<file path="src/rtl/core/assert_macros.svh">
// Assertion macros used by the RTL of the sinusoid generator (pmsg_back).
// No dependencies; each macro expands to nothing when SYNTHESIS is defined.
`ifndef ASSERT_MACROS_SVH
`define ASSERT_MACROS_SVH
`ifndef SYNTHESIS
`define PMSG_ASSERT(lbl, clk, rstn, prop, msg) \
  lbl: assert property (@(posedge clk) disable iff (!rstn) prop) else $error(msg);
`define PMSG_ASSERT_ALWAYS(lbl, clk, prop, msg) \
  lbl: assert property (@(posedge clk) prop) else $error(msg);
`else
`define PMSG_ASSERT(lbl, clk, rstn, prop, msg)
`define PMSG_ASSERT_ALWAYS(lbl, clk, prop, msg)
`endif
`endif

</file>
<file path="src/rtl/core/pmsg_pkg.sv">
// Package of the pitch-mark sinusoid generator: widths, codes, the job type
// and the quarter-wave sine table builder. No dependencies.
`timescale 1ns / 1ps
`default_nettype none
package pmsg_pkg;

  localparam int MAX_PERIOD_DEF = 511;
  localparam int LANES_DEF      = 8;
  localparam int JOBQ_DEPTH     = 2;
  localparam int LEN_W          = 9;
  localparam int NUM_SLOTS      = 8;
  localparam int SAMP_W         = 16;
  localparam int CNT_W          = 4;

  localparam logic [1:0] MARK_NONE = 2'd0;
  localparam logic [1:0] MARK_NEG  = 2'd2;

  typedef struct packed {
    logic [LEN_W-1:0] wave_len;  // closed span, sinusoid or zeros
    logic             wave;      // closed span carries a sinusoid
    logic             neg;       // sinusoid is negated
    logic [LEN_W-1:0] zero_len;  // trailing zeros (overflow or end of stream)
    logic             ovf;       // voiced span overflow
    logic             mode;      // 0 sine, 1 cosine
  } pmsg_job_t;

  typedef logic signed [SAMP_W-1:0] qtab_t [0:1024];

  localparam logic [63:0] PI_Q62  = 64'hC90FDAA22168C235;
  localparam logic [63:0] ONE_Q62 = 64'h4000000000000000;

  function automatic logic [63:0] mul_q62(input logic [63:0] a, input logic [63:0] b);
    logic [127:0] p;
    p = {64'd0, a} * {64'd0, b};
    return p[125:62];
  endfunction

  // Shift-subtract division, used only while building the table.
  function automatic logic [63:0] udiv64(input logic [63:0] n, input logic [63:0] d);
    logic [64:0] rem;
    logic [63:0] q;
    rem = '0;
    q   = '0;
    for (int k = 63; k >= 0; k--) begin
      rem = {rem[63:0], n[k]};
      if (rem >= {1'b0, d}) begin
        rem  = rem - {1'b0, d};
        q[k] = 1'b1;
      end
    end
    return q;
  endfunction

  // round(32767*sin(pi*p/2048)) with Q2.62 arithmetic.
  function automatic logic signed [SAMP_W-1:0] quarter_value(input int p);
    logic [63:0] pp;
    logic [63:0] x;
    logic [63:0] x2;
    logic [63:0] t;
    logic [63:0] s;
    logic [63:0] v;
    logic [63:0] d;
    pp = 64'(p);
    x  = (PI_Q62 >> 11) * pp + (((PI_Q62 & 64'd2047) * pp) >> 11);
    x2 = mul_q62(x, x);
    t  = ONE_Q62;
    for (int j = 15; j >= 1; j--) begin
      d = 64'(2 * j) * 64'(2 * j + 1);
      t = ONE_Q62 - udiv64(mul_q62(x2, t), d);
    end
    s = mul_q62(x, t);
    v = ((s >> 20) * 64'd32767 + (64'd1 << 41)) >> 42;
    if (v > 64'd32767) v = 64'd32767;
    return v[SAMP_W-1:0];
  endfunction

  function automatic qtab_t build_qtab();
    qtab_t tab;
    for (int p = 0; p <= 1024; p++) tab[p] = quarter_value(p);
    return tab;
  endfunction

endpackage
`default_nettype wire

</file>
<file path="src/rtl/core/pmsg_jobq.sv">
// Short job queue between the front end and the generator.
// Depends on pmsg_pkg.
`timescale 1ns / 1ps
`default_nettype none
module pmsg_jobq #(
  parameter int DEPTH = pmsg_pkg::JOBQ_DEPTH
) (
  input  logic                clk,
  input  logic                rst_n,
  input  logic                push,
  input  pmsg_pkg::pmsg_job_t wdata,
  input  logic                pop,
  output pmsg_pkg::pmsg_job_t rdata,
  output logic                full,
  output logic                empty
);
  import pmsg_pkg::*;

  localparam int PtrW = (DEPTH > 1) ? $clog2(DEPTH) : 1;
  localparam int CntW = $clog2(DEPTH + 1);

  pmsg_job_t       mem_r [0:DEPTH-1];
  logic [PtrW-1:0] wptr_r, rptr_r;
  logic [CntW-1:0] cnt_r;
  logic            do_push, do_pop;

  assign full    = (cnt_r == CntW'(DEPTH));
  assign empty   = (cnt_r == '0);
  assign do_push = push && !full;
  assign do_pop  = pop && !empty;
  assign rdata   = mem_r[rptr_r];

  always_ff @(posedge clk) begin
    if (do_push) mem_r[wptr_r] <= wdata;
  end

  always_ff @(posedge clk) begin
    if (!rst_n) begin
      wptr_r <= '0;
      rptr_r <= '0;
      cnt_r  <= '0;
    end else begin
      if (do_push) wptr_r <= (wptr_r == PtrW'(DEPTH - 1)) ? '0 : wptr_r + PtrW'(1);
      if (do_pop)  rptr_r <= (rptr_r == PtrW'(DEPTH - 1)) ? '0 : rptr_r + PtrW'(1);
      if (do_push && !do_pop)      cnt_r <= cnt_r + CntW'(1);
      else if (do_pop && !do_push) cnt_r <= cnt_r - CntW'(1);
    end
  end

endmodule
`default_nettype wire

</file>
<file path="config.mk">
export PLATFORM = sky130hd
export DESIGN_NAME = pmsg_jobq
export DESIGN_NICKNAME = d
export VERILOG_FILES = /design/src/rtl/core/assert_macros.svh /design/src/rtl/core/pmsg_pkg.sv /design/src/rtl/core/pmsg_jobq.sv
export SDC_FILE = /design/constraint.sdc
export NUM_CORES = 1
export LEC_CHECK = 0
export BUFFER_PORTS_ARGS = -buffer_cell sky130_fd_sc_hd__buf_4
export CAP_MARGIN = 30
export CORE_UTILIZATION = 26
export CTS_BUF_LIST = sky130_fd_sc_hd__clkbuf_2 sky130_fd_sc_hd__clkbuf_4 sky130_fd_sc_hd__clkbuf_8
export DETAILED_ROUTE_END_ITERATION = 8
export SLEW_MARGIN = 20
export SYNTH_ARGS = -nofsm -noshare
export SYNTH_HDL_FRONTEND = slang
export SYNTH_SLANG_ARGS = --single-unit
</file>
<file path="constraint.sdc">
create_clock -name clk -period 2.6 [get_ports clk]
set_input_delay 0.52 -clock clk [delete_from_list [all_inputs] [get_ports clk]]
set_output_delay 0.52 -clock clk [all_outputs]
set_load 0.005 [all_outputs]
</file>
# Word-level counts from Yosys, hierarchy flattened
# Memory sizes are Yosys's and may differ from the RTL's. A register that Yosys moved wholly into a read port is not among the register bits.
# Cells that the tools add are included.
# totals
reg_bits	4
mem_bits_rw	44
out_inout_bits	24
wordCells	27
n_memories	1
# mem_list
name	words	width	rd	rd_clocked_by_memory_dff	wr	line_no	text
mem_r	2	22	1	1	1	pmsg_jobq.sv:22	pmsg_job_t mem_r [0:DEPTH-1];
# op_classes
n_addsub	4
n_eq_ne	1
mux	8
reduce_logical	10
# ops
op	n
$mux W1	6
$logic_and A1 B1 Y1	4
$logic_not A1 Y1	4
$mux W2	2
$add A1 B1 Y1 const B	2
$add A2 B1 Y2 const B	1
$eq A2 B2 Y1 const B	1
$logic_not A2 Y1	1
$reduce_bool A2 Y1	1
$sub A2 B1 Y2 const B	1

# Longest topological paths before layout
# Gate-level depths: netlist of the first run.
# depth
word_depth	7
ltp_mapped	7

# Worst setup path before layout of the first run
# OpenSTA, ideal clock, no wires.
# synth_timing
path_type	input-to-reg
from	input port push
to	memory mem_r[0][0] in the netlist's numbering, enable pin
setup_ns	0.399
t_arrival_ns	1.516
required_ns	2.201
path_slack_ns	0.685
path_stages	2
path_buffers	0
cell_sequence	inv_1 -> nor3_2
# synth_via
elab_chain_cells	3
# synth_lines
element	line_no	text
from (decl)	pmsg_jobq.sv:10	input logic push,
$logic_and A1 B1 Y1	pmsg_jobq.sv:29	assign do_push = push && !full;
$mux W1	pmsg_jobq.sv:34	if (do_push) mem_r[wptr_r] <= wdata;
$mux W1 (not written as such)	pmsg_jobq.sv:34	
to (decl)	pmsg_jobq.sv:22	
# Every way passes these cells.

==> metrics.md, run 1 <==
| Metric | Value |
|---|---|
| Post-layout util | `0.3572` |
| Post-Syn Area | `0.001813 mm²` |
| Max VDD drop | `0.4586 mV` |
| Fin. Hold Viols | `0` |
| Clk_lat worst skew | `0.29 ns` |
| Post-Syn Nets | `120` |
| Sequential area share after synthesis | `0.7840` |
| Tmin final | `2.095 ns` |
| Yosys reg bits | `49` |
| Total track usage | `0.09444` |
| Fmax | `477.3 MHz` |
| Antenna-violating nets left | `0` |
| Total number of vias | `979` |
| DRT iter0 DRCs | `27` |
| Remaining Overflow, GRT | `0` |
| CP required | `2.08 ns` |
| Rows | `30` |
| Cell Pwr Density | `877.4 mW/mm²` |
| Area Growth Syn to Fin | `33.13%` |
| Hold-fix buffers, CTS | `0` |
| CP delay by family, top | `flip-flops` |
| Final setup vio count | `0` |
| Die X | `85.51 µm` |
| Max-cap viol count | `0` |
| Synth area leaders | `edfxtp_1, mux2_2, dfxtp_1, and2_1, xnor2_1` |
| Yosys top cell by area | `edfxtp_1` |
| Clk pin slew, worst setup/hold paths | `0.09 ns` |
| Final worst-path cycle share | `0.8057` |
| R2R depth | `6` |
| Fraction of layout instances using a drive strength above 1 | `0.5621` |
| Ports | `50` |
| P_leak | `0.9080 nW` |
| CP Data Arrival Time | `1.57 ns` |
| Via/cell ratio | `4.202` |
| Setup TNS Final | `0 ns` |
| Core ar. | `0.006756 mm²` |
| Initial antenna violation count | `0` |
| Crit path depth | `3` |
| Num Clock Sinks | `49` |
| CTS Buf Count | `5` |
| Nets | `179` |
| Clock buffer depth | `2` |
| Post-CTS Resized | `0` |
| TritonRoute pass-1 iters | `4` |
| DRC viols | `0` |
| Post-CTS Setup Bufs | `0` |
| Post-synth cell types | `20` |
| WL final | `3118 µm` |
| DIE AREA | `0.007311 mm²` |
| H-tree depth | `2` |
| Critical path endpoint category | `primary output` |
| Max-slew violation count | `0` |
| GP Congestion | `0.6614` |
| WP buf/inv | `2` |
| Number of port buffers | `49` |
| Global-route wire length before repair | `5016 µm` |
| Slowest stage delay, CP | `0.58 ns` |
| Status | `finished, final reports clean` |
| Synth warn | `0` |
| Critical Path Source Type | `flop` |
| Initial Util | `0.2683` |
| Max FO, Critical Path | `15` |
| Unrepaired setup endpoints after global routing | `no` |
| CTS tree | `done` |
| Rel. slew slack | `0.7288` |
| Cells along the critical path | `buf_12 > mux2_2 > buf_4` |
| Post-Layout Cell Count | `233` |
| Die height | `85.51 µm` |
| Placed Cells | `225` |
| WL/cell | `13.38 µm` |
| Hold Path Depth | `1` |
| Critical setup path kind | `reg -> out` |
| Slowest CP cell | `dfxtp_1` |
| Vias in the first global route | `1031` |
| N_diodes | `0` |
| Syn Area/Cell | `19.49 µm²` |
| Hold Crit Class | `in -> reg` |
| Clock skew | `0.008807 ns` |
| Post-synth top area share | `0.7288` |
| CTS root buf | `clkbuf_8` |
| Largest net degree at the start of global routing | `16` |
| Fill cells | `649` |
| Worst slew pin tran | `0.4063 ns` |
| Syn Inst Count | `93` |
## metal layers
layer | share of wire | global-route usage | vias to the layer above | wire [µm]
li1 | - | - | 470 | -
met1 | 0.43 | 0.1156 | 475 | 1348
met2 | 0.51 | 0.1462 | 30 | 1576
met3 | 0.048 | 0.04331 | 4 | 151
met4 | 0.013 | 0.03636 | 0 | 41
met5 | 0 | 0 | - | 0
## cell families (layout without fill, tap and decap cells)
family / after synthesis / count (layout) / share of synthesized area
muxes: 22 / 22 / 0.1366
adders and majority gates: 1 / 1 / 0.006900
xor gates and xnor gates: 3 / 3 / 0.01450
AOI/OAI and AO/OA: 5 / 5 / 0.01794
and+or+nand+nor: 9 / 9 / 0.03038
DFF: 49 / 49 / 0.7840
buffers and inverters: 4 / 64 / 0.009658
## cell usage in the layout (no fill, tap or decap)
cell / n
buf_4: 53
edfxtp_1: 44
mux2_2: 22
dfxtp_1: 5
clkbuf_8: 5
and2_1: 3
nor2_1: 2
xnor2_1: 2
clkinv_2: 2
inv_1: 1
nand2b_1: 1
inv_2: 1
o21ai_1: 1
and3_1: 1
nor3_4: 1
a21boi_0: 1
o21a_1: 1
xor2_1: 1
o21ai_0: 1
or3_1: 1
a21boi_1: 1
ha_1: 1
clkbuf_4: 1
buf_12: 1
## cells in the mapped netlist, drive strengths merged
cell    count
xor2        1
buf         2
inv         2
or3         1
nor3        1
xnor2       2
o21a        1
a21boi      2
ha          1
dfxtp       5
and3        1
edfxtp     44
nor2        2
and2        3
o21ai       2
mux2       22
nand2b      1
## metrics by stage
stage / cell area (µm²) / worst slack [ns] / hold slack [ns] / power (mW)
5_1_grt: 2414 / 0.4056 / 0.3744 / 2.251
3_5_place_dp: 2327 / 0.7842 / 0.5100 / 1.721
6_report: 2414 / 0.5051 / 0.4021 / 2.118
4_1_cts: 2414 / 0.4448 / 0.3925 / 2.157
3_3_place_gp: 2327 / 0.8271 / 0.5065 / 1.712
2_1_floorplan: 1813 / 0.6849 / 0.4833 / 1.379
## report_power, final
group	leakage (nW)	internal [mW]	switching, mW
registers	0.452	0.992	0.0575
logic	0.407	0.381	0.254
clock network	0.0484	0.197	0.235
total	0.908	1.57	0.547
## state kept, by name (all words and copies together) (netlist names), named ones only
name,count
cnt_r,2
mem_r,44
rptr_r,1
wptr_r,1
## worst paths after layout
kind / from / end / slack [ns]
hold / removal: wdata[4] / mem_r[0][4] / 0.40
setup / recovery: flop / rdata[0] / 0.51
setup reg to reg: cnt_r[0] / cnt_r[1] / 1.00
hold reg to reg: cnt_r[1] / cnt_r[1] / 0.52
## cell type report
| type | instances | area (µm²) | share of cell area |
|---|---|---|---|
| flip-flops and latches | 49 | 1421 | 0.5889 |
| multi-input cells | 40 | 380.4 | 0.1576 |
| repair buffers | 54 | 417.9 | 0.1731 |
| well taps | 80 | 100.1 | 0.04147 |
| clock buffers | 6 | 76.32 | 0.03162 |
| inverters | 2 | 7.507 | 0.003110 |
| clock inverters | 2 | 10.01 | 0.004147 |
Power figures use the tool's default switching activity.
==> run 2: changes to the inputs <==
clock period = 1.95 ns   (was 2.6 ns; I/O delays follow)
==> metrics.md, run 2 (synthesis results as in run 1) <==
| Metric | Value |
|---|---|
| Status | `finished, final reports clean (unchanged)` |
| Switching share of power | `0.2400 (was 0.2583)` |
| Nets | `178 (was 179)` |
| Sequential share of power | `0.453 (was 0.496)` |
| CTS tree | `done (unchanged)` |
| Comb pwr share | `0.278 (was 0.300)` |
| Cell Pwr Density | `1254 mW/mm² (was 877.4 mW/mm²)` |
| Area Growth Syn to Fin | `35.40% (was 33.13%)` |
| Max-cap viol count | `0 (unchanged)` |
| Initial Util | `0.2683 (unchanged)` |
| Most frequent cells in the layout | `buf_4, edfxtp_1, mux2_2 (unchanged)` |
| Vias in the first global route | `995 (was 1031)` |
| Num Clock Sinks | `49 (unchanged)` |
| Max-slew violation count | `0 (unchanged)` |
| P_leak | `0.9228 nW (was 0.9080 nW)` |
| Largest net degree at the start of global routing | `23 (was 16)` |
| Die X | `85.51 µm (unchanged)` |
| Leading registers by flop count | `mem_r: 44 flops, cnt_r: 2 flops (unchanged)` |
| Number of port buffers | `49 (unchanged)` |
| Antenna-violating nets left | `0 (unchanged)` |
| GP Congestion | `0.6737 (was 0.6614)` |
| DIE AREA | `0.007311 mm² (unchanged)` |
| Fin. Hold Viols | `0 (unchanged)` |
| Rows | `30 (unchanged)` |
| DRT iter0 DRCs | `30 (was 27)` |
| Worst slew pin tran | `0.3665 ns (was 0.4063 ns)` |
| HPWL Detailed | `2132 µm` |
| WL/cell | `13.54 µm (was 13.38 µm)` |
| Remaining Overflow, GRT | `0 (unchanged)` |
| Max FO, Critical Path | `18 (was 15)` |
| Clk pin slew, worst setup/hold paths | `0.09 ns (about the same)` |
| Via/cell ratio | `4.185 (was 4.202)` |
| Initial antenna violation count | `0 (unchanged)` |
| Hold Crit Class | `in -> reg (unchanged)` |
| Critical path endpoint category | `primary output (unchanged)` |
| Die height | `85.51 µm (unchanged)` |
| Final setup vio count | `0 (unchanged)` |
| Most common cell after layout, fill and taps aside | `buf_4 (unchanged)` |
| Ports | `50 (unchanged)` |
| Setup TNS Final | `0 ns (unchanged)` |
| DRC viols | `0 (unchanged)` |
| Hold WS | `0.2752 ns (was 0.4021 ns)` |
| Max VDD drop | `0.4481 mV (was 0.4586 mV)` |
| Tmin final | `1.764 ns` |
| CP Data Arrival Time | `1.37 ns (was 1.57 ns)` |
| Clock buffer depth | `2 (unchanged)` |
| CTS root buf | `clkbuf_8 (unchanged)` |
| WL final | `3141 µm (was 3118 µm)` |
| N_diodes | `0 (unchanged)` |
| Core ar. | `0.006756 mm² (unchanged)` |
| Cell Int Power | `2.340 mW (was 1.571 mW)` |
| H-tree depth | `2 (unchanged)` |
| Total number of vias | `971 (was 979)` |
| Critical setup path kind | `reg -> out (unchanged)` |
| Clk pwr share | `0.270 (was 0.204)` |
| CTS Buf Count | `5 (unchanged)` |
| Post-CTS Resized | `0 (unchanged)` |
| Global-route wire length before repair | `4823 µm (was 5016 µm)` |
| Net switching power | `0.7389 mW (was 0.5470 mW)` |
| Unrepaired setup endpoints after global routing | `no (unchanged)` |
| Fraction of layout instances using a drive strength above 1 | `0.5658 (was 0.5621)` |
| Final worst-path cycle share | `0.9044` |
| Critical Path Source Type | `flop (unchanged)` |
| Total track usage | `0.09076 (was 0.09444)` |
| CP required | `1.56 ns (was 2.08 ns)` |
| Max reg flops | `44 (unchanged)` |
| Fmax | `567.0 MHz` |
| Post-CTS Setup Bufs | `0 (unchanged)` |
| Rel. slew slack | `0.7549 (was 0.7288)` |
| Clk_lat worst skew | `0.29 ns (about the same)` |
| TritonRoute pass-1 iters | `2 (was 4)` |
| Clock skew | `0.006351 ns (was 0.008807 ns)` |
| Hold-fix buffers, CTS | `0 (unchanged)` |
| Largest Register | `mem_r (unchanged)` |
## run 2: final timing paths
path                       to  slack, ns      from  depth (start not counted)
setup reg to reg     cnt_r[1]       0.34  cnt_r[0]                          6
hold / removal    mem_r[1][4]       0.28  wdata[4]                          1
hold reg to reg      cnt_r[1]       0.53  cnt_r[1]                          2
setup / recovery     rdata[4]       0.19      flop                          3
## run 2: layout make-up
cell class | instances | area (µm²)
multi-input combinational | 40 | 380.4
tap | 80 | 100.1
clock buffer | 5 | 68.82
sequential | 49 | 1423
clock inverter | 3 | 65.06
inverter | 2 | 7.507
fill | 674 | 4302
timing repair buffer | 53 | 410.4
## run 2: worst max-delay path, cell delays in order (launching register included)
cell and delay [ns]:
dfxtp_2 0.41, buf_12 0.18, mux2_2 0.35, buf_4 0.14
## run 2: layer usage
metal,global-route usage,part of all wire,up-vias
met2,0.1396,0.48,33
met4,0.03182,0.0048,0
met5,0,0,-
met1,0.1145,0.45,466
met3,0.03946,0.066,2
li1,-,-,470
## run 2: per-stage QoR
stage	std cells	power (mW)	util	instance area (µm²)	setup WS, ns
2_1_floorplan	93	1.839	-	1813	0.04482
3_3_place_gp	224	2.282	0.3433	2320	0.3753
3_5_place_dp	224	2.295	0.3433	2320	0.3591
4_1_cts	232	3.139	0.3631	2454	0.05262
5_1_grt	232	3.269	0.3633	2455	0.1055
6_report	232	3.079	0.3633	2455	0.1864
## run 2: power groups by stage
stage	logic [mW]	clock network, mW	registers, mW
after CTS	0.882	0.863	1.39
after detailed placement	0.876	0	1.42
final	0.855	0.830	1.39
after global routing	0.950	0.907	1.41
after floorplan	0.445	0	1.39
after global placement	0.868	0	1.41
