===== src/rtl/core/assert_macros.svh =====
// Assertion macros used by the RTL of the sinusoid generator (pmsg_back).
// No dependencies; each macro expands to nothing when SYNTHESIS is defined.
`ifndef ASSERT_MACROS_SVH
`define ASSERT_MACROS_SVH
`ifndef SYNTHESIS
`define PMSG_ASSERT(lbl, clk, rstn, prop, msg) \
  lbl: assert property (@(posedge clk) disable iff (!rstn) prop) else $error(msg);
`define PMSG_ASSERT_ALWAYS(lbl, clk, prop, msg) \
  lbl: assert property (@(posedge clk) prop) else $error(msg);
`else
`define PMSG_ASSERT(lbl, clk, rstn, prop, msg)
`define PMSG_ASSERT_ALWAYS(lbl, clk, prop, msg)
`endif
`endif


===== src/rtl/core/pmsg_pkg.sv =====
// Package of the pitch-mark sinusoid generator: widths, codes, the job type
// and the quarter-wave sine table builder. No dependencies.
`timescale 1ns / 1ps
`default_nettype none
package pmsg_pkg;

  localparam int MAX_PERIOD_DEF = 511;
  localparam int LANES_DEF      = 8;
  localparam int JOBQ_DEPTH     = 2;
  localparam int LEN_W          = 9;
  localparam int NUM_SLOTS      = 8;
  localparam int SAMP_W         = 16;
  localparam int CNT_W          = 4;

  localparam logic [1:0] MARK_NONE = 2'd0;
  localparam logic [1:0] MARK_NEG  = 2'd2;

  typedef struct packed {
    logic [LEN_W-1:0] wave_len;  // closed span, sinusoid or zeros
    logic             wave;      // closed span carries a sinusoid
    logic             neg;       // sinusoid is negated
    logic [LEN_W-1:0] zero_len;  // trailing zeros (overflow or end of stream)
    logic             ovf;       // voiced span overflow
    logic             mode;      // 0 sine, 1 cosine
  } pmsg_job_t;

  typedef logic signed [SAMP_W-1:0] qtab_t [0:1024];

  localparam logic [63:0] PI_Q62  = 64'hC90FDAA22168C235;
  localparam logic [63:0] ONE_Q62 = 64'h4000000000000000;

  function automatic logic [63:0] mul_q62(input logic [63:0] a, input logic [63:0] b);
    logic [127:0] p;
    p = {64'd0, a} * {64'd0, b};
    return p[125:62];
  endfunction

  // Shift-subtract division, used only while building the table.
  function automatic logic [63:0] udiv64(input logic [63:0] n, input logic [63:0] d);
    logic [64:0] rem;
    logic [63:0] q;
    rem = '0;
    q   = '0;
    for (int k = 63; k >= 0; k--) begin
      rem = {rem[63:0], n[k]};
      if (rem >= {1'b0, d}) begin
        rem  = rem - {1'b0, d};
        q[k] = 1'b1;
      end
    end
    return q;
  endfunction

  // round(32767*sin(pi*p/2048)) with Q2.62 arithmetic.
  function automatic logic signed [SAMP_W-1:0] quarter_value(input int p);
    logic [63:0] pp;
    logic [63:0] x;
    logic [63:0] x2;
    logic [63:0] t;
    logic [63:0] s;
    logic [63:0] v;
    logic [63:0] d;
    pp = 64'(p);
    x  = (PI_Q62 >> 11) * pp + (((PI_Q62 & 64'd2047) * pp) >> 11);
    x2 = mul_q62(x, x);
    t  = ONE_Q62;
    for (int j = 15; j >= 1; j--) begin
      d = 64'(2 * j) * 64'(2 * j + 1);
      t = ONE_Q62 - udiv64(mul_q62(x2, t), d);
    end
    s = mul_q62(x, t);
    v = ((s >> 20) * 64'd32767 + (64'd1 << 41)) >> 42;
    if (v > 64'd32767) v = 64'd32767;
    return v[SAMP_W-1:0];
  endfunction

  function automatic qtab_t build_qtab();
    qtab_t tab;
    for (int p = 0; p <= 1024; p++) tab[p] = quarter_value(p);
    return tab;
  endfunction

endpackage
`default_nettype wire


===== src/rtl/core/pmsg_front.sv =====
// Front end: accepts input items, tracks voiced regions and span lengths,
// and turns each item into a job. Depends on pmsg_pkg.
`timescale 1ns / 1ps
`default_nettype none
module pmsg_front #(
  parameter int MAX_PERIOD = pmsg_pkg::MAX_PERIOD_DEF
) (
  input  logic                clk,
  input  logic                rst_n,
  input  logic                accept,
  input  logic [1:0]          mark_kind,
  input  logic                voiced,
  input  logic                end_of_stream,
  input  logic                cfg_we,
  input  logic                cfg_wdata,
  output pmsg_pkg::pmsg_job_t job,
  output logic                job_push
);
  import pmsg_pkg::*;

  logic             started_r, started_nxt;
  logic             region_r, region_nxt;
  logic             neg_r, neg_nxt;
  logic [LEN_W-1:0] len_r, len_nxt;
  logic             mode_r;

  logic             has_mark;
  logic             close;
  logic             wave;
  logic             region_upd;
  logic             neg_upd;
  logic [LEN_W-1:0] s1;
  logic             ovf_hit;
  logic             ovf;

  always_comb begin
    has_mark   = (mark_kind != MARK_NONE);
    close      = 1'b0;
    wave       = 1'b0;
    region_upd = region_r;
    neg_upd    = neg_r;
    s1         = len_r + LEN_W'(1);
    if (!started_r) begin
      region_upd = has_mark;
      neg_upd    = (mark_kind == MARK_NEG);
      s1         = LEN_W'(1);
    end else begin
      if (region_r) begin
        if (has_mark) begin
          close = 1'b1;
          wave  = 1'b1;
        end else if (!voiced) begin
          close      = 1'b1;
          wave       = 1'b1;
          region_upd = 1'b0;
        end
      end else if (has_mark) begin
        close      = 1'b1;
        region_upd = 1'b1;
      end
      if (close) begin
        s1      = LEN_W'(1);
        neg_upd = (mark_kind == MARK_NEG);
      end
    end
    ovf_hit = (s1 >= LEN_W'(MAX_PERIOD));
    ovf     = ovf_hit && region_upd;

    started_nxt = 1'b1;
    region_nxt  = region_upd;
    neg_nxt     = neg_upd;
    len_nxt     = ovf_hit ? '0 : s1;
    if (end_of_stream || ovf) begin
      started_nxt = 1'b0;
      region_nxt  = 1'b0;
      neg_nxt     = 1'b0;
      len_nxt     = '0;
    end

    job.wave_len = close ? len_r : '0;
    job.wave     = wave;
    job.neg      = neg_r;
    job.zero_len = (ovf_hit || end_of_stream) ? s1 : '0;
    job.ovf      = ovf;
    job.mode     = mode_r;
    job_push     = accept && ((job.wave_len != '0) || (job.zero_len != '0));
  end

  always_ff @(posedge clk) begin
    if (!rst_n) begin
      started_r <= 1'b0;
      region_r  <= 1'b0;
      neg_r     <= 1'b0;
      len_r     <= '0;
      mode_r    <= 1'b0;
    end else begin
      if (accept) begin
        started_r <= started_nxt;
        region_r  <= region_nxt;
        neg_r     <= neg_nxt;
        len_r     <= len_nxt;
      end
      if (cfg_we) mode_r <= cfg_wdata;
    end
  end

endmodule
`default_nettype wire


===== config.mk =====
export PLATFORM = sky130hd
export DESIGN_NAME = pmsg_front
export DESIGN_NICKNAME = d
export VERILOG_FILES = /design/src/rtl/core/assert_macros.svh /design/src/rtl/core/pmsg_pkg.sv /design/src/rtl/core/pmsg_front.sv
export SDC_FILE = /design/constraint.sdc
export NUM_CORES = 1
export LEC_CHECK = 0
export ABC_AREA = 0
export BUFFER_PORTS_ARGS = -buffer_cell sky130_fd_sc_hd__clkbuf_2
export CORE_MARGIN = 1.5
export CORE_UTILIZATION = 45
export DETAILED_ROUTE_END_ITERATION = 10
export PLACE_DENSITY = 0.69
export SLEW_MARGIN = 25
export SYNTH_ARGS = -nofsm -noshare
export SYNTH_HDL_FRONTEND = slang
export SYNTH_SLANG_ARGS = --single-unit

===== constraint.sdc =====
create_clock -name clk -period 5 [get_ports clk]
set_input_delay 0.25 -clock clk [delete_from_list [all_inputs] [get_ports clk]]
set_output_delay 0.25 -clock clk [all_outputs]
set_load 0.005 [all_outputs]

Word level (Yosys, flattened, before mapping). Index checks and enable logic that the tools add are counted. W data, S select, Z words.

Register bits: 13. Output and inout bits: 23. Bits of input ports: 9. Word-level logic and storage cells: 41.

Equality and inequality tests: 2. $add $sub $neg: 1. Mux-type cells: 23. Reductions and logical operators: 9. Magnitude comparators: 1.

Operators by type and width (count): $mux W9 (6); $reduce_bool A9 Y1 (2); $mux W1 (17); $add A9 B1 Y9 const B (1); $ge A9 B9 Y1 const B (1); $logic_or A1 B1 Y1 (3); $ne A3 B1 Y1 const B (1); $eq A2 B2 Y1 const B (1); $logic_and A1 B1 Y1 (2); $reduce_and A2 Y1 (1); $reduce_bool A2 Y1 (1).

Logic depth before layout (Yosys ltp). Gate-level depths: netlist of run 1.

Depth after elaboration: 12. Gate-level depth with buffers: 7.

Worst setup path after synthesis of run 1. OpenSTA, ideal clock, no wires.

Path kind: reg2out. From: reg len_r[0]. To: out job_push. Buffers on the path: 0. Cell stages (with the launch flop): 7. Data arrival time: 2.047 ns. Setup slack: 2.703 ns. Cells stage by stage: dfxtp_1 > ha_1 > nand3_1 > or3_1 > a2111o_1 > o21a_1 > o31ai_2.

Longest elaborated chain between the ends: 9.

Ends and longest elaborated chain: start, declared (line pmsg_front.sv:24) `logic [LEN_W-1:0] len_r, len_nxt;`; start signal, assigned (line pmsg_front.sv:101) `len_r <= len_nxt;`; $add A9 B1 Y9 (line pmsg_front.sv:42) `s1 = len_r + LEN_W'(1);`; $mux W9 (line pmsg_front.sv:61) `if (close) begin`; $mux W9 (line pmsg_front.sv:43) `if (!started_r) begin`; $ge A9 B9 Y1 (line pmsg_front.sv:66) `ovf_hit = (s1 >= LEN_W'(MAX_PERIOD));`; $logic_or A1 B1 Y1 (line pmsg_front.sv:83) `job.zero_len = (ovf_hit || end_of_stream) ? s1 : '0;`; $mux W9 (line pmsg_front.sv:83); $reduce_bool A9 Y1 (line pmsg_front.sv:86) `job_push = accept && ((job.wave_len != '0) || (job.zero_len != '0));`; $logic_or A1 B1 Y1 * (line pmsg_front.sv:86); $logic_and A1 B1 Y1 * (line pmsg_front.sv:86); end, declared (line pmsg_front.sv:17) `output logic job_push`.

Mark *: on every way between the ends. The rest lies on a longest branch, timed or not.

==> results of run 1 <==
[where the power goes]
group | switching [mW] | leakage [nW] | internal (mW)
Sequential | 0.00231 | 0.105 | 0.105
Combinational | 0.0162 | 0.341 | 0.00985
Clock | 0.0345 | 0.0150 | 0.0310
Total | 0.0530 | 0.461 | 0.146
[cell type report]
type	instances	area [sq um]	share of cell area
multi-input combinational	122	773	0.613
sequential	13	260	0.206
tap	28	35.0	0.0278
clock buffer	4	26.3	0.0208
inverter	3	11.3	0.00893
timing repair buffer	31	155	0.123
[how the worst max path moves through the flow]
stage / startpoint / to / slack [ns] / depth (start not counted)
CTS: len_r[0] / job_push / 1.90 / 7
global route: len_r[0] / job[4] / 1.78 / 7
finish: len_r[0] / job[4] / 1.89 / 7
detailed placement: len_r[0] / job_push / 2.20 / 7
floorplan: len_r[0] / job_push / 2.70 / 6
global placement: len_r[0] / job[4] / 2.31 / 7
[per-layer routing]
layer | vias up | track usage
met5 | - | 0
met1 | 543 | 0.333
met3 | 5 | 0.0169
met2 | 54 | 0.390
met4 | 0 | 0.0897
li1 | 602 | -
[cell usage in the layout, fill, tap and decap left out, types with 6 or more instances in the layout]
cell type / Yosys / layout
nor3_1: 6 / 6
dfxtp_1: 13 / 13
o211ai_1: 9 / 9
nor2_1: 6 / 6
clkbuf_2: 0 / 31
o2111ai_1: 7 / 7
nand3_1: 14 / 14
nand2_1: 14 / 14
and2_1: 13 / 13
[flip-flops by register name (all words and copies together), names as in the netlist]
| signal | flops |
|---|---|
| len_r | 9 |
| mode_r | 1 |
| neg_r | 1 |
| region_r | 1 |
| started_r | 1 |
[metrics by stage]
stage | cells | setup slack [ns] | utilization
after detailed placement | 197 | 2.20 | 0.538
after global routing | 201 | 1.78 | 0.549
after CTS | 201 | 1.90 | 0.549
final | 201 | 1.89 | 0.549
after global placement | 197 | 2.31 | 0.538
after floorplan | 154 | 2.70 | -
[synthesized netlist by cell type (3+ instances only)]
cell	count	area share
buf_4	6	0.040
a21boi_0	4	0.027
dfxtp_1	13	0.23
and2_1	13	0.072
inv_1	3	0.010
nor3_1	6	0.027
o2111ai_1	7	0.054
nand3_1	14	0.062
xor2_1	3	0.023
nor2b_1	3	0.017
nor2_1	6	0.020
nand2_1	14	0.046
or3_1	4	0.022
buf_2	3	0.013
a21oi_1	5	0.022
o211ai_1	9	0.060
a21boi_1	4	0.027
o21ai_0	5	0.022
clkbuf_1	6	0.020
[worst max-delay path, cell delays in order, from the launching register on]
cell,delay [ns]
dfxtp_1,0.46
ha_1,0.31
nand3_1,0.11
or3_1,0.34
a2111o_1,0.65
o21ai_1,0.38
and3_1,0.21
clkbuf_2,0.11
[cells by family after synthesis]
group	after synthesis	share of synthesized area
AO/OA/AOI/OAI	41	0.262
AND/OR/NAND/NOR	74	0.363
XOR/XNOR	5	0.0387
flip-flops	13	0.230
multiplexers	1	0.00885
buffers and inverters	19	0.0863
adder cells (fa/ha/maj)	1	0.0111
==> impl_metrics.py, run 1 <==
metrics = {
    "min_path": {
        "whs_path_depth": 3,
        "min_to": "mode_r",
        "hold_start": "cfg_wdata",
        "hold_path.class": "in -> reg",
    },
    "global_routing": {
        "grt_pass1_vias": 1092,
        "grt_usage": 0.241,
        "grt_first_pass_wirelength_um": 5080,
        "overflow": 0,
        "grt_max_degree": 22,
        "antenna_found_initial": 0,
    },
    "logic_synthesis": {
        "ys_seq_area_frac": 0.230,
        "synth_seq_cells": 13,
        "synth_edf_count": 0,
        "ys_types": 38,
        "syn-num-nets": 164,
        "syn_area_sq_um": 1130,
        "synthFlopType": "dfxtp_1",
        "synthArstFlopShare": 0,
        "postSynthCellCount": 154,
        "avgSynthCellArea_sq_um": 7.34,
        "synth_warnings": 0,
    },
    "critical_path": {
        "critical_path_class": "reg -> out",
        "critPathMaxFanout": 17,
        "timing.rr.start": "len_r[0]",
        "cp-start-kind": "flip-flop",
        "r2r_slack_ns": 2.54,
        "worst_setup_path_end_kind": "primary output",
        "cp.arrival_ns": 2.86,
        "r2r-end": "len_r[3]",
        "critical_path_required_ns": 4.75,
        "r2r_cells": 6,
    },
    "sta": {
        "finalSetupViolCount": 0,
        "rsz0062_at_grt": "no",
        "final.setup_skew_ns": 0.00284,
        "tns_ns": 0,
        "timing.hold.ws_ns": 0.235,
        "slew_violations": 0,
        "finalHoldViolCount": 0,
        "slew_headroom": 0.618,
        "fmax_mhz": 321,
        "tightest_slew_ns": 0.572,
        "fin_crit_sh": 0.623,
        "min_period_ns": 3.11,
    },
    "cts": {
        "clock_sinks": 13,
        "clock_latency_ns": 0.28,
        "cts_made_buffers": 3,
        "cts_root_buf": "clkbuf_4",
        "cts.clk_slew.worst_paths_ns": 0.08,
        "clockBufferDepth": 2,
        "cts-htree-levels": 1,
        "cts_hold_buf": 0,
        "tritoncts": "built",
        "cts_resized": 0,
        "post_cts_buffers": 0,
    },
    "final_layout": {
        "syn_to_final_growth_pct": 11.5,
        "design_area_sq_um": 1260,
        "final_layout_size_suffix_gt1_frac": 0.214,
        "final_nets": 184,
        "antenna_cells": 0,
        "final.fill_count": 227,
    },
    "detailed_routing": {
        "num_vias": 1204,
        "met3_length_um": 196,
        "top_layer_used": "met4",
        "viasPerCell": 5.99,
        "met1_length_um": 1480,
        "drt-pass1-iter-count": 4,
        "wl_per_cell_um": 15.1,
        "drtIter0Drc": 32,
        "ant_nets": 0,
        "routed_wl_um": 3030,
        "drc": 0,
        "met2_length_um": 1310,
    },
    "pwr": {
        "power.density_nw_per_um2": 158,
        "totalPowerFinal_mw": 0.199,
        "peakVddDrop_v": 0.000186,
        "p_leak_nw": 0.461,
    },
    "placement": {
        "gp_congestion": 0.965,
        "hpwl_um": 2240,
        "placed_area_sq_um": 1230,
        "port_buffers": 31,
    },
    "floorplan": {
        "design.core.area_sq_um": 2300,
        "die_w_um": 53.1,
        "design.die.area_sq_um": 2820,
        "die_h_um": 53.1,
        "pin_count": 32,
        "initial_core_util": 0.492,
        "rows": 17,
    },
    "job": {
        "max_cap_violations": 0,
    },
    "status": {
        "status": "complete, no violations",
    },
}
Power figures use the tool's default switching activity.
==> run 2, diff against run 1 <==
- clock period: 5 -> 3.2 ns (I/O delays scaled with it)
==> impl_metrics.py, run 2 (synthesis gave the netlist of run 1 again) <==
metrics = {
    "final_layout": {
        "antenna_cells": 0,
        "final_layout_size_suffix_gt1_frac": 0.230,
        "seq_area_sq_um": 260,
        "finalNonFillerCells": 202,
        "design_area_sq_um": 1270,
        "largest_reg_flops": 9,
        "multi_input_area_sq_um": 779,
        "top_register": "len_r",
        "final_cell_mix": "clkbuf_2 (31), nand2_1 (14), nand3_1 (13), and2_1 (13), dfxtp_1 (13)",
        "final.fill_count": 239,
        "final_nets": 185,
        "syn_to_final_growth_pct": 12.7,
        "final_common_cell": "clkbuf_2",
    },
    "pwr": {
        "p_int_mw": 0.229,
        "seqPwrFrac": 0.534,
        "power.density_nw_per_um2": 247,
        "p_sw_frac": 0.273,
        "pwr-share-clk": 0.337,
        "p_comb_frac": 0.129,
        "peakVddDrop_v": 0.000205,
        "power.switching_mw": 0.0860,
        "p_leak_nw": 0.466,
    },
    "placement": {
        "gp_congestion": 0.950,
        "hpwl_um": 2280,
        "placed_area_sq_um": 1240,
        "port_buffers": 31,
        "preCtsSetupSlack_ns": 0.509,
        "dpl.cell_count": 198,
    },
    "floorplan": {
        "rows": 17,
        "initial_core_util": 0.492,
        "pin_count": 32,
        "design.die.area_sq_um": 2820,
        "design.core.area_sq_um": 2300,
        "die_h_um": 53.1,
        "die_w_um": 53.1,
    },
    "sta": {
        "rsz0062_at_grt": "no",
        "fmax_mhz": 334,
        "tightest_slew_ns": 0.519,
        "finalHoldViolCount": 0,
        "slew_violations": 0,
        "fin_ws_ns": 0.209,
        "slew_headroom": 0.654,
        "min_period_ns": 2.99,
        "tns_ns": 0,
        "final.setup_skew_ns": 0.00266,
        "finalSetupViolCount": 0,
        "fin_crit_sh": 0.935,
    },
    "cts": {
        "cts_resized": 0,
        "tritoncts": "built",
        "cts_made_buffers": 3,
        "cts_hold_buf": 0,
        "cts-htree-levels": 1,
        "clockBufferDepth": 2,
        "clock_latency_ns": 0.28,
        "post_cts_buffers": 0,
        "cts_root_buf": "clkbuf_4",
        "cts.clk_slew.worst_paths_ns": 0.09,
        "clock_sinks": 13,
    },
    "detailed_routing": {
        "viasPerCell": 6.20,
        "drt-pass1-iter-count": 4,
        "routed_wl_um": 3030,
        "ant_nets": 0,
        "wl_per_cell_um": 15.0,
        "num_vias": 1252,
        "drtIter0Drc": 52,
        "drc": 0,
    },
    "global_routing": {
        "grt_first_pass_wirelength_um": 4920,
        "grt_pass1_vias": 1031,
        "overflow": 0,
        "grt_usage": 0.235,
        "grt_max_degree": 22,
        "antenna_found_initial": 0,
    },
    "critical_path": {
        "cp.arrival_ns": 2.83,
        "crit_start": "len_r[0]",
        "r2r_cells": 6,
        "critical_path_required_ns": 3.04,
        "cp-start-kind": "flip-flop",
        "r2r_slack_ns": 0.80,
        "r2r-end": "len_r[2]",
        "critPathMaxFanout": 17,
        "timing.rr.start": "len_r[0]",
        "worstSetupEndpoint": "job_push",
        "worst_setup_path_end_kind": "primary output",
        "critical_path_class": "reg -> out",
    },
    "min_path": {
        "hold_path.class": "in -> reg",
    },
    "job": {
        "max_cap_violations": 0,
    },
    "status": {
        "status": "complete, no violations",
    },
}
==> run 2: per-layer routing <==
layer / up-vias / global-route usage / routed length, um
met5: - / 0 / 0
met2: 66 / 0.381 / 1360
li1: 608 / - / -
met4: 0 / 0.0726 / 25
met1: 574 / 0.321 / 1370
met3: 4 / 0.0311 / 271
==> run 2: area by class of cell <==
class | count | area share
clock buffer | 4 | 0.0206
inverter | 3 | 0.00883
multi-input combinational | 122 | 0.611
sequential | 13 | 0.204
tap | 28 | 0.0275
timing repair buffer | 32 | 0.128
==> run 2: how the worst min path moves through the flow <==
stage,start,end,slack (ns),cells past startpoint
2_1_floorplan,cfg_wdata,mode_r,0.33,2
3_3_place_gp,cfg_wdata,mode_r,0.42,3
3_5_place_dp,cfg_wdata,mode_r,0.43,3
4_1_cts,cfg_wdata,mode_r,0.14,3
5_1_grt,cfg_wdata,mode_r,0.17,3
6_report,cfg_wdata,mode_r,0.14,3
==> run 2: power groups by stage <==
stage	registers (mW)	clock network, mW	logic (mW)
3_3_place_gp	0.172	0	0.0402
4_1_cts	0.168	0.109	0.0405
6_report	0.168	0.106	0.0406
5_1_grt	0.169	0.118	0.0455
3_5_place_dp	0.172	0	0.0404
2_1_floorplan	0.171	0	0.0277
==> run 2: critical path, cell delays in order, from the launching register on <==
cell and delay [ns]:
dfxtp_1 0.46, ha_1 0.31, nand3_1 0.12, or3_1 0.35, a2111o_2 0.63, o21a_1 0.30, o31ai_2 0.24, clkbuf_2 0.15
==> run 2: per-stage QoR <==
stage	power, mW	hold slack [ns]	utilization
finish	0.315	0.143	0.555
global route	0.332	0.168	0.555
CTS	0.317	0.144	0.552
detailed placement	0.212	0.435	0.541
global placement	0.212	0.420	0.541
floorplan	0.199	0.329	-
==> run 3, diff against run 2 <==
- ABC_AREA: 0 -> 1
- CORE_MARGIN: 1.5 -> 4
- GPL_ROUTABILITY_DRIVEN: not set -> 0
- PLACE_DENSITY: 0.69 -> 0.7
==> impl_metrics.py, run 3 <==
metrics = {
    "cts": {
        "clock_sinks": 13,
        "cts.clk_slew.worst_paths_ns": 0.09,
        "tritoncts": "built",
        "cts_hold_buf": 0,
        "cts_root_buf": "clkbuf_4",
        "cts_made_buffers": 3,
        "clockBufferDepth": 2,
        "clock_latency_ns": 0.29,
        "post_cts_buffers": 0,
        "cts-htree-levels": 1,
        "cts_resized": 0,
    },
    "final_layout": {
        "final_cell_mix": "nand2_1 (42), clkbuf_2 (31), inv_1 (27)",
        "final_common_cell": "nand2_1",
        "final.fill_count": 225,
        "final_nets": 209,
        "syn_to_final_growth_pct": 17.8,
        "final_layout_size_suffix_gt1_frac": 0.237,
        "largest_reg_flops": 9,
        "top_register": "len_r",
        "finish.utilization": 0.577,
        "antenna_cells": 0,
        "design_area_sq_um": 1180,
    },
    "floorplan": {
        "design.die.area_sq_um": 3040,
        "die_h_um": 55.1,
        "design.core.area_sq_um": 2040,
        "initial_core_util": 0.490,
        "die_w_um": 55.1,
        "pin_count": 32,
        "rows": 16,
    },
    "sta": {
        "rsz0062_at_grt": "no",
        "tightest_slew_ns": 0.450,
        "finalSetupViolCount": 0,
        "fin_ws_ns": 0.652,
        "min_period_ns": 2.55,
        "slew_violations": 0,
        "fmax_mhz": 392,
        "tns_ns": 0,
        "finalHoldViolCount": 0,
        "slew_headroom": 0.700,
        "final.setup_skew_ns": 0.00606,
        "fin_crit_sh": 0.796,
    },
    "logic_synthesis": {
        "synth_most_common_cell": "nand2_1",
        "syn_area_sq_um": 1000,
        "ys_seq_area_frac": 0.260,
        "synthFlopType": "dfxtp_1",
        "synth_warnings": 0,
        "avgSynthCellArea_sq_um": 5.92,
        "ys_types": 26,
        "netlist.area_leader.share": 0.260,
        "synth_seq_cells": 13,
        "ys_top_cells_by_count": "nand2_1 (42), inv_1 (27), nor2_1 (25), a21oi_1 (17), dfxtp_1 (13)",
        "synth.top_cells.by_area": "dfxtp_1 (26%), nand2_1 (16%), inv_1 (10%)",
        "synth_edf_count": 0,
        "synthArstFlopShare": 0,
        "syn-num-nets": 179,
        "postSynthCellCount": 169,
        "synth_area_leader_cell": "dfxtp_1",
    },
    "critical_path": {
        "critical_path_required_ns": 3.04,
        "critPathMaxFanout": 6,
        "r2r_slack_ns": 1.19,
        "r2r-end": "len_r[6]",
        "timing.rr.start": "len_r[0]",
        "worstSetupEndpoint": "job_push",
        "crit_start": "len_r[0]",
        "cp-start-kind": "flip-flop",
        "cp.arrival_ns": 2.39,
        "r2r_cells": 13,
        "critical_path_class": "reg -> out",
        "worst_setup_path_end_kind": "primary output",
    },
    "detailed_routing": {
        "wl_per_cell_um": 11.8,
        "drc": 0,
        "num_vias": 1122,
        "drt-pass1-iter-count": 4,
        "ant_nets": 0,
        "drtIter0Drc": 23,
        "viasPerCell": 4.99,
        "routed_wl_um": 2650,
    },
    "min_path": {
        "hold_path.class": "in -> reg",
    },
    "global_routing": {
        "grt_first_pass_wirelength_um": 4500,
        "grt_max_degree": 14,
        "antenna_found_initial": 0,
        "grt_usage": 0.209,
        "grt_pass1_vias": 1067,
        "overflow": 0,
    },
    "placement": {
        "hpwl_um": 2120,
        "placed_area_sq_um": 1150,
        "preCtsSetupSlack_ns": 1.03,
        "port_buffers": 31,
    },
    "pwr": {
        "peakVddDrop_v": 0.000297,
        "power.density_nw_per_um2": 272,
        "p_leak_nw": 0.556,
    },
    "status": {
        "status": "complete, no violations",
    },
    "job": {
        "max_cap_violations": 0,
    },
}
run 3: cell count changes in the layout (fill, tap and decap cells not counted), sizes merged, moves of 4 or more:
cell,before,now
o2111ai,7,0
inv,3,27
a21oi,5,17
a21boi,8,0
or3,4,0
nor2,6,32
nand3,14,9
nand2,14,46
and2,13,0
o211ai,9,0
run 3: power by group:
| part | total (mW) | switching (mW) | internal [mW] | leakage, nW |
|---|---|---|---|---|
| Sequential | 0.169 | 0.00330 | 0.165 | 0.106 |
| Combinational | 0.0434 | 0.0288 | 0.0146 | 0.433 |
| Clock | 0.108 | 0.0613 | 0.0466 | 0.0177 |
run 3: layout make-up:
type                    instances  area (sq um)  share of cell area
clock buffers                   3          22.5              0.0191
clock inverters                 1          5.00             0.00425
inverters                      28           105              0.0893
multi-input cells             122           596               0.506
flip-flops and latches         13           260               0.221
well taps                      27          33.8              0.0287
repair buffers                 31           155               0.132
run 3: worst max-delay path, cell delays in order, from the launching register on:
cell      delay, ns
dfxtp_1        0.44
ha_1           0.23
nand2_1        0.11
inv_1          0.11
nand2_2        0.07
nor2_2         0.13
nor2_1         0.08
nor2_2         0.18
nand3_2        0.14
nand2_4        0.12
nand2_1        0.08
nand2_1        0.09
nor2_1         0.05
a21oi_1        0.13
clkbuf_2       0.14
run 3: cells by family (layout without fill, tap and decap cells):
group / count (synthesis) / count (layout) / synth area share
buf+inv: 34 / 63 / 0.144
fa+ha+maj: 1 / 1 / 0.0125
compound gates: 29 / 29 / 0.156
simple gates: 92 / 92 / 0.427
flops: 13 / 13 / 0.260
run 3: how the worst min path moves through the flow:
stage	startpoint	end	slack (ns)	depth (start not counted)
after floorplan	cfg_we	mode_r	0.25	1
after global placement	cfg_we	mode_r	0.35	2
after detailed placement	cfg_we	mode_r	0.36	2
after CTS	cfg_we	mode_r	0.04	2
after global routing	cfg_we	mode_r	0.05	2
final	cfg_we	mode_r	0.05	2
run 3: per-layer routing:
metal / GRT usage / part of all wire
met5: 0 / 0
met4: 0.121 / 0.022
met3: 0.0429 / 0.073
met2: 0.339 / 0.46
met1: 0.255 / 0.45
run 3: per-stage QoR:
stage	power, mW	cells	hold WS (ns)
after floorplan	0.203	169	0.253
after global placement	0.214	221	0.350
after detailed placement	0.216	221	0.356
after CTS	0.324	225	0.0416
after global routing	0.339	225	0.0481
final	0.320	225	0.0523
